**config.mk**
```make
export PLATFORM = sky130hd
export DESIGN_NAME = expiring_input_queue_stack_unit_flat
export DESIGN_NICKNAME = d
export VERILOG_FILES = /design/src/rtl/eiqs_pkg.sv /design/src/rtl/eiqs_if.sv /design/src/rtl/expiring_input_queue_stack_unit.sv /design/src/flat_wrapper.sv
export VERILOG_INCLUDE_DIRS = /design/src /design/src/rtl
export SDC_FILE = /design/constraint.sdc
export NUM_CORES = 2
export LEC_CHECK = 0
export BUFFER_PORTS_ARGS = -buffer_cell sky130_fd_sc_hd__buf_2
export CORE_MARGIN = 10
export CORE_UTILIZATION = 57
export DETAILED_ROUTE_END_ITERATION = 7
export PLACE_DENSITY_LB_ADDON = 0.12
export SYNTH_ARGS = -nofsm -noshare
export SYNTH_HDL_FRONTEND = slang
export SYNTH_SLANG_ARGS = --single-unit
```
**constraint.sdc**
```tcl
create_clock -name clk -period 11.7 [get_ports clk]
set_clock_uncertainty 0.15 [all_clocks]
set_input_delay 1.755 -clock clk [delete_from_list [all_inputs] [get_ports clk]]
set_output_delay 1.755 -clock clk [all_outputs]
set_load 0.02 [all_outputs]
```
**src/rtl/expiring_input_queue_stack_unit_defines.svh**
```systemverilog
// Assertion macros shared by the RTL; empty for synthesis.
`ifndef EXPIRING_INPUT_QUEUE_STACK_UNIT_DEFINES_SVH
`define EXPIRING_INPUT_QUEUE_STACK_UNIT_DEFINES_SVH
`ifndef SYNTHESIS
`define EIQS_ASSERT_ALWAYS(label, expr) \
    label: assert property (@(posedge clk) disable iff (!rst_n) (expr)) \
        else $error("assertion failed");
`define EIQS_ASSERT_NEXT(label, ante, cons) \
    label: assert property (@(posedge clk) disable iff (!rst_n) (ante) |=> (cons)) \
        else $error("assertion failed");
`else
`define EIQS_ASSERT_ALWAYS(label, expr)
`define EIQS_ASSERT_NEXT(label, ante, cons)
`endif
`endif

```
**src/rtl/eiqs_pkg.sv**
```systemverilog
`default_nettype none
package eiqs_pkg;

    localparam int DEPTH     = 16;
    localparam int TAG_BITS  = 16;
    localparam int TIME_BITS = 32;
    localparam int PTR_W     = (DEPTH > 1) ? $clog2(DEPTH) : 1;
    localparam int CNT_W     = $clog2(DEPTH + 1);
    localparam int CFG_IDX_W = 1;
    localparam int CFG_DATA_W = 5;

    typedef enum logic {
        OP_PUSH    = 1'b0,
        OP_CONSUME = 1'b1
    } opcode_t;

    localparam logic [CFG_IDX_W-1:0] CFG_STACK_MODE  = 1'b0;
    localparam logic [CFG_IDX_W-1:0] CFG_MAX_ENTRIES = 1'b1;

    typedef struct packed {
        opcode_t              opcode;
        logic [TAG_BITS-1:0]  tag;
        logic [TIME_BITS-1:0] lifetime;
        logic [TIME_BITS-1:0] now;
    } req_item_t;

    typedef struct packed {
        logic                got_tag;
        logic [TAG_BITS-1:0] out_tag;
        logic                evicted;
        logic [CNT_W-1:0]    fill_count;
    } rsp_item_t;

    typedef struct packed {
        logic [TAG_BITS-1:0]  tag;
        logic [TIME_BITS-1:0] push_time;
        logic [TIME_BITS-1:0] lifetime;
    } entry_t;

    // circular slot index: ptr + off, off below DEPTH
    function automatic logic [PTR_W-1:0] wrap_add(input logic [PTR_W-1:0] ptr,
                                                  input logic [CNT_W-1:0] off);
        logic [CNT_W:0] s;
        s = (CNT_W + 1)'(ptr) + (CNT_W + 1)'(off);
        if (s >= (CNT_W + 1)'(DEPTH))
        begin
            s = s - (CNT_W + 1)'(DEPTH);
        end
        return s[PTR_W-1:0];
    endfunction

endpackage
`default_nettype wire

```
**src/rtl/eiqs_if.sv**
```systemverilog
`default_nettype none
interface eiqs_req_if;
    logic                valid;
    logic                ready;
    eiqs_pkg::req_item_t data;

    modport source (output valid, output data, input ready);
    modport sink   (input valid, input data, output ready);
endinterface

interface eiqs_rsp_if;
    logic                valid;
    logic                ready;
    eiqs_pkg::rsp_item_t data;

    modport source (output valid, output data, input ready);
    modport sink   (input valid, input data, output ready);
endinterface
`default_nettype wire

```
**src/rtl/expiring_input_queue_stack_unit.sv**
```systemverilog
// channel  | dir | handshake    | payload
// req      | in  | valid/ready  | opcode, tag, lifetime, now
// rsp      | out | valid/ready  | got_tag, out_tag, evicted, fill_count
// cfg      | in  | cfg_we       | cfg_index, cfg_data (write only)
//
// Push: the result is registered in the cycle after accept.
// Consume: the prune reads one slot per cycle from the entry RAM and writes
// live entries back compacted; then the head (top in stack mode) is read and
// registered (empty if none live). Head pointer + count: pop/evict moves no data.
// Reset clears control state and sets config to FIFO mode, max_entries 16; the entry RAM is not cleared.
// req is taken only when idle and the result register is free or draining.
`default_nettype none
`include "expiring_input_queue_stack_unit_defines.svh"
module expiring_input_queue_stack_unit (
    input  wire logic                           clk,
    input  wire logic                           rst_n,
    eiqs_req_if.sink                            req,
    eiqs_rsp_if.source                          rsp,
    input  wire logic                           cfg_we,
    input  wire logic [eiqs_pkg::CFG_IDX_W-1:0] cfg_index,
    input  wire logic [eiqs_pkg::CFG_DATA_W-1:0] cfg_data
);

    typedef enum logic [1:0] {
        S_IDLE,
        S_PRUNE,
        S_TAKE,
        S_OUT
    } state_t;

    state_t                           state_reg, state_next;
    logic [eiqs_pkg::PTR_W-1:0]       head_reg, head_next;
    logic [eiqs_pkg::CNT_W-1:0]       count_reg, count_next;
    logic [eiqs_pkg::CNT_W-1:0]       rd_off_reg, rd_off_next;
    logic [eiqs_pkg::CNT_W-1:0]       wr_off_reg, wr_off_next;
    logic                             pend_reg, pend_next;
    logic [eiqs_pkg::TIME_BITS-1:0]   now_reg, now_next;
    logic                             stack_mode_reg, stack_mode_next;
    logic [eiqs_pkg::CFG_DATA_W-1:0]  max_entries_reg, max_entries_next;
    logic                             out_valid_reg, out_valid_next;
    eiqs_pkg::rsp_item_t              out_data_reg, out_data_next;

    eiqs_pkg::entry_t                 mem [eiqs_pkg::DEPTH];
    logic                             mem_we;
    logic [eiqs_pkg::PTR_W-1:0]       mem_waddr;
    eiqs_pkg::entry_t                 mem_wdata;
    logic                             mem_re;
    logic [eiqs_pkg::PTR_W-1:0]       mem_raddr;
    eiqs_pkg::entry_t                 mem_q;

    logic                             req_fire;
    logic [eiqs_pkg::CNT_W-1:0]       cap;
    logic [eiqs_pkg::TIME_BITS-1:0]   age;
    logic                             live;
    logic [eiqs_pkg::CNT_W-1:0]       kept;
    logic [eiqs_pkg::PTR_W-1:0]       push_head;

    function automatic logic [eiqs_pkg::PTR_W-1:0] wrap_add_one(
        input logic [eiqs_pkg::PTR_W-1:0] p);
        return eiqs_pkg::wrap_add(p, eiqs_pkg::CNT_W'(1));
    endfunction

    always_comb
    begin
        if (max_entries_reg == '0)
        begin
            cap = eiqs_pkg::CNT_W'(1);
        end
        else if (eiqs_pkg::CNT_W'(max_entries_reg) > eiqs_pkg::CNT_W'(eiqs_pkg::DEPTH)
                 || max_entries_reg > eiqs_pkg::CFG_DATA_W'(eiqs_pkg::DEPTH))
        begin
            cap = eiqs_pkg::CNT_W'(eiqs_pkg::DEPTH);
        end
        else
        begin
            cap = eiqs_pkg::CNT_W'(max_entries_reg);
        end
    end

    assign req.ready = (state_reg == S_IDLE) && (!out_valid_reg || rsp.ready);
    assign req_fire  = req.valid && req.ready;
    assign rsp.valid = out_valid_reg;
    assign rsp.data  = out_data_reg;

    assign age  = now_reg - mem_q.push_time;
    assign live = (age <= mem_q.lifetime);

    always_comb
    begin
        state_next       = state_reg;
        head_next        = head_reg;
        count_next       = count_reg;
        rd_off_next      = rd_off_reg;
        wr_off_next      = wr_off_reg;
        pend_next        = 1'b0;
        now_next         = now_reg;
        stack_mode_next  = stack_mode_reg;
        max_entries_next = max_entries_reg;
        out_valid_next   = out_valid_reg && !rsp.ready;
        out_data_next    = out_data_reg;
        mem_we           = 1'b0;
        mem_waddr        = head_reg;
        mem_wdata        = '0;
        mem_re           = 1'b0;
        mem_raddr        = head_reg;
        kept             = count_reg;
        push_head        = head_reg;

        if (cfg_we)
        begin
            case (cfg_index)
                eiqs_pkg::CFG_STACK_MODE:  stack_mode_next  = cfg_data[0];
                eiqs_pkg::CFG_MAX_ENTRIES: max_entries_next = cfg_data;
                default: ;
            endcase
        end

        case (state_reg)
            S_IDLE:
            begin
                if (req_fire)
                begin
                    out_valid_next = 1'b1;
                    out_data_next  = '0;
                    out_data_next.fill_count = count_reg;
                    if (req.data.opcode == eiqs_pkg::OP_PUSH)
                    begin
                        if (req.data.tag != '0)
                        begin
                            // full: drop oldest, count stays; else grow by one
                            if (count_reg >= cap && count_reg != '0)
                            begin
                                push_head = wrap_add_one(head_reg);
                                kept      = count_reg - 1'b1;
                                out_data_next.evicted = 1'b1;
                            end
                            head_next   = push_head;
                            count_next  = kept + 1'b1;
                            mem_we      = 1'b1;
                            mem_waddr   = eiqs_pkg::wrap_add(push_head, kept);
                            mem_wdata.tag       = req.data.tag;
                            mem_wdata.push_time = req.data.now;
                            mem_wdata.lifetime  = req.data.lifetime;
                            out_data_next.fill_count = kept + 1'b1;
                        end
                    end
                    else
                    begin
                        out_valid_next = 1'b0;
                        now_next       = req.data.now;
                        rd_off_next    = '0;
                        wr_off_next    = '0;
                        state_next     = S_PRUNE;
                    end
                end
            end
            S_PRUNE:
            begin
                if (rd_off_reg < count_reg)
                begin
                    mem_re      = 1'b1;
                    mem_raddr   = eiqs_pkg::wrap_add(head_reg, rd_off_reg);
                    rd_off_next = rd_off_reg + 1'b1;
                    pend_next   = 1'b1;
                end
                // writes land at or behind slots already read
                if (pend_reg && live)
                begin
                    mem_we      = 1'b1;
                    mem_waddr   = eiqs_pkg::wrap_add(head_reg, wr_off_reg);
                    mem_wdata   = mem_q;
                    wr_off_next = wr_off_reg + 1'b1;
                end
                if (rd_off_reg == count_reg && !pend_reg)
                begin
                    count_next = wr_off_reg;
                    state_next = S_TAKE;
                end
            end
            S_TAKE:
            begin
                if (count_reg == '0)
                begin
                    out_valid_next = 1'b1;
                    out_data_next  = '0;
                    state_next     = S_IDLE;
                end
                else
                begin
                    mem_re     = 1'b1;
                    mem_raddr  = stack_mode_reg
                               ? eiqs_pkg::wrap_add(head_reg, count_reg - 1'b1)
                               : head_reg;
                    state_next = S_OUT;
                end
            end
            S_OUT:
            begin
                out_valid_next = 1'b1;
                out_data_next  = '0;
                out_data_next.got_tag    = 1'b1;
                out_data_next.out_tag    = mem_q.tag;
                out_data_next.fill_count = count_reg - 1'b1;
                count_next = count_reg - 1'b1;
                if (!stack_mode_reg)
                begin
                    head_next = wrap_add_one(head_reg);
                end
                state_next = S_IDLE;
            end
            default:
            begin
                state_next = S_IDLE;
            end
        endcase
    end

    always_ff @(posedge clk or negedge rst_n)
    begin
        if (!rst_n)
        begin
            state_reg       <= S_IDLE;
            head_reg        <= '0;
            count_reg       <= '0;
            rd_off_reg      <= '0;
            wr_off_reg      <= '0;
            pend_reg        <= 1'b0;
            now_reg         <= '0;
            stack_mode_reg  <= 1'b0;
            max_entries_reg <= eiqs_pkg::CFG_DATA_W'(16);
            out_valid_reg   <= 1'b0;
            out_data_reg    <= '0;
        end
        else
        begin
            state_reg       <= state_next;
            head_reg        <= head_next;
            count_reg       <= count_next;
            rd_off_reg      <= rd_off_next;
            wr_off_reg      <= wr_off_next;
            pend_reg        <= pend_next;
            now_reg         <= now_next;
            stack_mode_reg  <= stack_mode_next;
            max_entries_reg <= max_entries_next;
            out_valid_reg   <= out_valid_next;
            out_data_reg    <= out_data_next;
        end
    end

    always_ff @(posedge clk)
    begin
        if (mem_we)
        begin
            mem[mem_waddr] <= mem_wdata;
        end
        if (mem_re)
        begin
            mem_q <= mem[mem_raddr];
        end
    end

    `EIQS_ASSERT_ALWAYS(a_count_bound, count_reg <= eiqs_pkg::CNT_W'(eiqs_pkg::DEPTH))
    `EIQS_ASSERT_ALWAYS(a_compact_order, wr_off_reg <= rd_off_reg)
    `EIQS_ASSERT_NEXT(a_push_result, req_fire && req.data.opcode == eiqs_pkg::OP_PUSH, out_valid_reg)
    `EIQS_ASSERT_ALWAYS(a_evict_full, !(out_valid_reg && out_data_reg.evicted) || out_data_reg.fill_count != '0)

endmodule
`default_nettype wire
```
**src/flat_wrapper.sv**
```systemverilog
// flat-port wrapper written by rule: the top's interface ports become plain ports
module expiring_input_queue_stack_unit_flat 
  (clk, rst_n, cfg_we, cfg_index, cfg_data, req_valid, req_data, req_ready, rsp_valid, rsp_data, rsp_ready);
  eiqs_req_if req_i ();
  eiqs_rsp_if rsp_i ();
  input  wire logic clk;
  input  wire logic rst_n;
  input  wire logic cfg_we;
  input  wire logic [eiqs_pkg::CFG_IDX_W-1:0] cfg_index;
  input  wire logic [eiqs_pkg::CFG_DATA_W-1:0] cfg_data;
  input wire logic [$bits(req_i.valid)-1:0] req_valid;
  input wire logic [$bits(req_i.data)-1:0] req_data;
  output wire logic [$bits(req_i.ready)-1:0] req_ready;
  output wire logic [$bits(rsp_i.valid)-1:0] rsp_valid;
  output wire logic [$bits(rsp_i.data)-1:0] rsp_data;
  input wire logic [$bits(rsp_i.ready)-1:0] rsp_ready;
  assign req_i.valid = req_valid;
  assign req_i.data = req_data;
  assign req_ready = req_i.ready;
  assign rsp_valid = rsp_i.valid;
  assign rsp_data = rsp_i.data;
  assign rsp_i.ready = rsp_ready;
  expiring_input_queue_stack_unit u_core (.clk(clk), .rst_n(rst_n), .req(req_i), .rsp(rsp_i), .cfg_we(cfg_we), .cfg_index(cfg_index), .cfg_data(cfg_data));
endmodule
```
==> impl_metrics.py <==
metrics = {
    "run_status": {
        "status": "complete, no violations",
    },
    "yosys": {
        "synth_area_leaders": "edfxtp_1 67%, nand2_1 7.4%, nand3_1 6.1%",
        "yosys.area.top_type_share_pct": 66.6,
        "synth_edf_count": 1360,
        "synth_area_sq_um": 61400,
        "synth_warnings": 0,
        "synth_flop_cell": "edfxtp_1",
        "synth_top_area_cell": "edfxtp_1",
        "async_reset_ff_share_pct": 5.82,
        "synth_seq_cells": 1444,
        "syn_avg_cell_area_sq_um": 12.8,
        "synth_cell_types": 75,
        "syn_inst": 4783,
        "postSynthNetCount": 4973,
        "yosysSeqAreaShare_pct": 70.0,
    },
    "clock_tree": {
        "root_buffer": "clkbuf_16",
        "clk_path_buf_depth": 3,
        "cts_sinks": 1444,
        "cts_max_level": 4,
        "postCtsHoldBufs": 0,
        "cts_tree": "built",
        "numCtsBuffers": 148,
        "insertion_delay_ns": 0.76,
        "post-cts-setup-buffers": 0,
        "clkTransAtPathRegs_ns": 0.06,
        "post_cts_resized": 0,
    },
    "pwr": {
        "leakagePower_nw": 22.8,
        "power.density_nw_per_um2": 152,
        "peakVddDrop_uv": 108,
        "total_power_mw": 10.3,
    },
    "setup_path": {
        "r2r-start": "u_core.mem_q[38]$_DFFE_PP_",
        "reg2reg_slack_ns": 3.28,
        "r2r_end": "u_core.mem[6][66]$_DFFE_PP_",
        "critPathCaptureType": "register",
        "reg2reg_depth": 23,
        "slowest_stage": "buf_4",
        "crit_path_cell_trace": "inv_1, ha_1, a21o_1, or3_1, o211ai_1, nand3_1, a31oi_1, a21oi_1, a221o_1, mux2i_1, o2111ai_1, ha_1, nand4_1, nor4_1, nand3_1, a221oi_4, buf_4, a21oi_1, a21oi_1, nand3_1, nor2_4, buf_4, buf_4",
        "critPathLaunchType": "register",
        "cp.arrival_ns": 8.67,
        "critical_path_required_ns": 11.95,
        "worst_path_largest_cell_delay_ns": 0.77,
        "path_class": "register to register",
        "critical_path.max_fanout": 48,
    },
    "timing": {
        "finalHoldViolations": 0,
        "rsz0062_at_grt": "no",
        "finalCriticalPeriod_ns": 8.42,
        "finalCritPeriodShare_pct": 72.0,
        "hold_slack_ns": 0.319,
        "fmax_mhz": 119,
        "slew_violations": 0,
        "setup_viol": 0,
        "fin_tns_setup_ns": 0,
        "tightest_slew_ns": 1.15,
        "slew_headroom_pct": 22.7,
    },
    "route": {
        "ant_nets": 0,
        "met1_length_mm": 70.7,
        "wl_per_cell_um": 27.1,
        "wl_met3_mm": 17.0,
        "drtIter0Drc": 4986,
        "routed-via-count": 40300,
        "vias_per_cell": 6.36,
        "routed_wl_mm": 172,
        "drc_errors": 0,
        "dr_wl_met2_mm": 79.2,
        "top_layer": "met4",
        "drt_first_pass_iters": 6,
    },
    "die": {
        "initial_core_util_pct": 57.4,
        "io_pins": 117,
        "die_x_um": 348,
        "die-area_sq_um": 121000,
        "core_area_sq_um": 107000,
        "fp.dieH_um": 348,
        "rows": 120,
    },
    "final_layout": {
        "final_nets": 5005,
        "area_growth_syn_to_layout_pct": 10.5,
        "largest_register_ffs": 1280,
        "fillers": 8120,
        "post_route_cells_drive_above_1_share_pct": 11.2,
        "stdcell_count": 6338,
        "post-route-util_pct": 63.4,
    },
    "job": {
        "maxCapViolCount": 0,
    },
    "global_routing": {
        "grt_usage_pct": 28.0,
        "grt_max_degree": 197,
        "grt_pass1_vias": 38511,
        "grt.overflow.total": 0,
        "antenna_found_initial": 3,
        "grt_first_pass_wirelength_mm": 255,
    },
    "placed_design": {
        "dpl.cell_count": 6068,
        "hpwl_mm": 93.4,
        "routabilityCongestion": 0.878,
        "portBuffers": 116,
    },
    "min_path": {
        "min_from": "u_core.rsp.data[16]$_DFFE_PN0P_",
        "min_to": "u_core.rsp.data[16]$_DFFE_PN0P_",
        "min_path_type": "register to register",
        "hold_depth": 2,
    },
}
[cells in the mapped netlist (all sizes together) (83+ instances only)]
master and number:
dfrtp 83, ha 93, clkbuf 151, nand3 747, buf 155, nand2 1212
a32oi 83, and3 84, inv 95, a221oi 84, edfxtp 1360, a31oi 88
[through the flow]
step	cell area (sq um)	setup slack, ns
after floorplan	61400	0.592
after global placement	63000	3.50
after detailed placement	63000	3.39
after CTS	67800	3.34
after global routing	67800	2.78
final	67800	3.28
[critical path: cells and delay by family, from the launching register on]
| family | cells | cell delay, ns |
|---|---|---|
| compound gates | 9 | 2.20 |
| flops | 1 | 0.36 |
| mux | 1 | 0.17 |
| fa+ha+maj | 2 | 0.65 |
| simple gates | 7 | 2.59 |
| buf+inv | 4 | 1.88 |
[cell type report]
type / count / area [sq um] / share of cell area (%)
sequential: 1444 / 42900 / 63.3
multi-input combinational: 2938 / 16700 / 24.6
clock buffer: 192 / 4030 / 5.94
tap: 1403 / 1760 / 2.59
timing repair buffer: 188 / 1290 / 1.90
clock inverter: 77 / 768 / 1.13
inverter: 95 / 357 / 0.526
antenna: 1 / 2.50 / 0.00369
[layout by cell type (no fill, tap or decap), drive strengths merged, types with 13 or more instances in the layout]
cell type and n:
nor2b 15, and3 84, edfxtp 1360, xnor2 37, o21a 13, nand4 13
a21oi 70, clkbuf 192, buf 188, a32oi 83, a221oi 84, nand2 1212
a22o 82, clkinv 51, ha 93, o21ai 51, nor2 56, inv 104
a31oi 88, bufinv 13, mux2 39, dfrtp 83, nand3 747, xor2 14
a21o 21
[power breakdown]
part	internal [mW]	leakage (nW)	total (mW)	switching (mW)
clock	2.72	2.34	4.69	1.97
sequential	5.57	10.9	5.57	0.00319
combinational	0.0191	9.60	0.0577	0.0386
[worst max path at each step]
stage                             endpoint  slack, ns                  startpoint  cells past startpoint
6_report       u_core.mem[6][66]$_DFFE_PP_       3.28  u_core.mem_q[38]$_DFFE_PP_                     23
5_1_grt        u_core.mem[6][66]$_DFFE_PP_       2.78  u_core.mem_q[38]$_DFFE_PP_                     23
4_1_cts        u_core.mem[6][66]$_DFFE_PP_       3.34  u_core.mem_q[38]$_DFFE_PP_                     23
3_5_place_dp   u_core.mem[6][64]$_DFFE_PP_       3.39  u_core.mem_q[38]$_DFFE_PP_                     23
3_3_place_gp   u_core.mem[6][64]$_DFFE_PP_       3.50  u_core.mem_q[38]$_DFFE_PP_                     23
2_1_floorplan  u_core.mem[10][0]$_DFFE_PP_       0.59  u_core.mem_q[38]$_DFFE_PP_                     21
[layer usage]
layer  GRT usage, %  up-vias
met2           43.2     2071
met4           9.43        0
met5              0        -
li1               -    17805
met3           5.28      301
met1           39.9    20123
[cell families (layout without fill, tap and decap cells)]
| kind of cell | after synthesis | after routing | share of synthesized area, % |
|---|---|---|---|
| AND/OR/NAND/NOR | 2186 | 2186 | 15.7 |
| flip-flops | 1444 | 1444 | 70.0 |
| AO/OA/AOI/OAI | 555 | 555 | 7.48 |
| buffers and inverters | 401 | 552 | 3.16 |
| adder cells (fa/ha/maj) | 98 | 98 | 2.06 |
| XOR/XNOR | 51 | 51 | 0.740 |
| multiplexers | 48 | 48 | 0.903 |
| other | 0 | 1 | 0 |
Power figures use the tool's default switching activity.
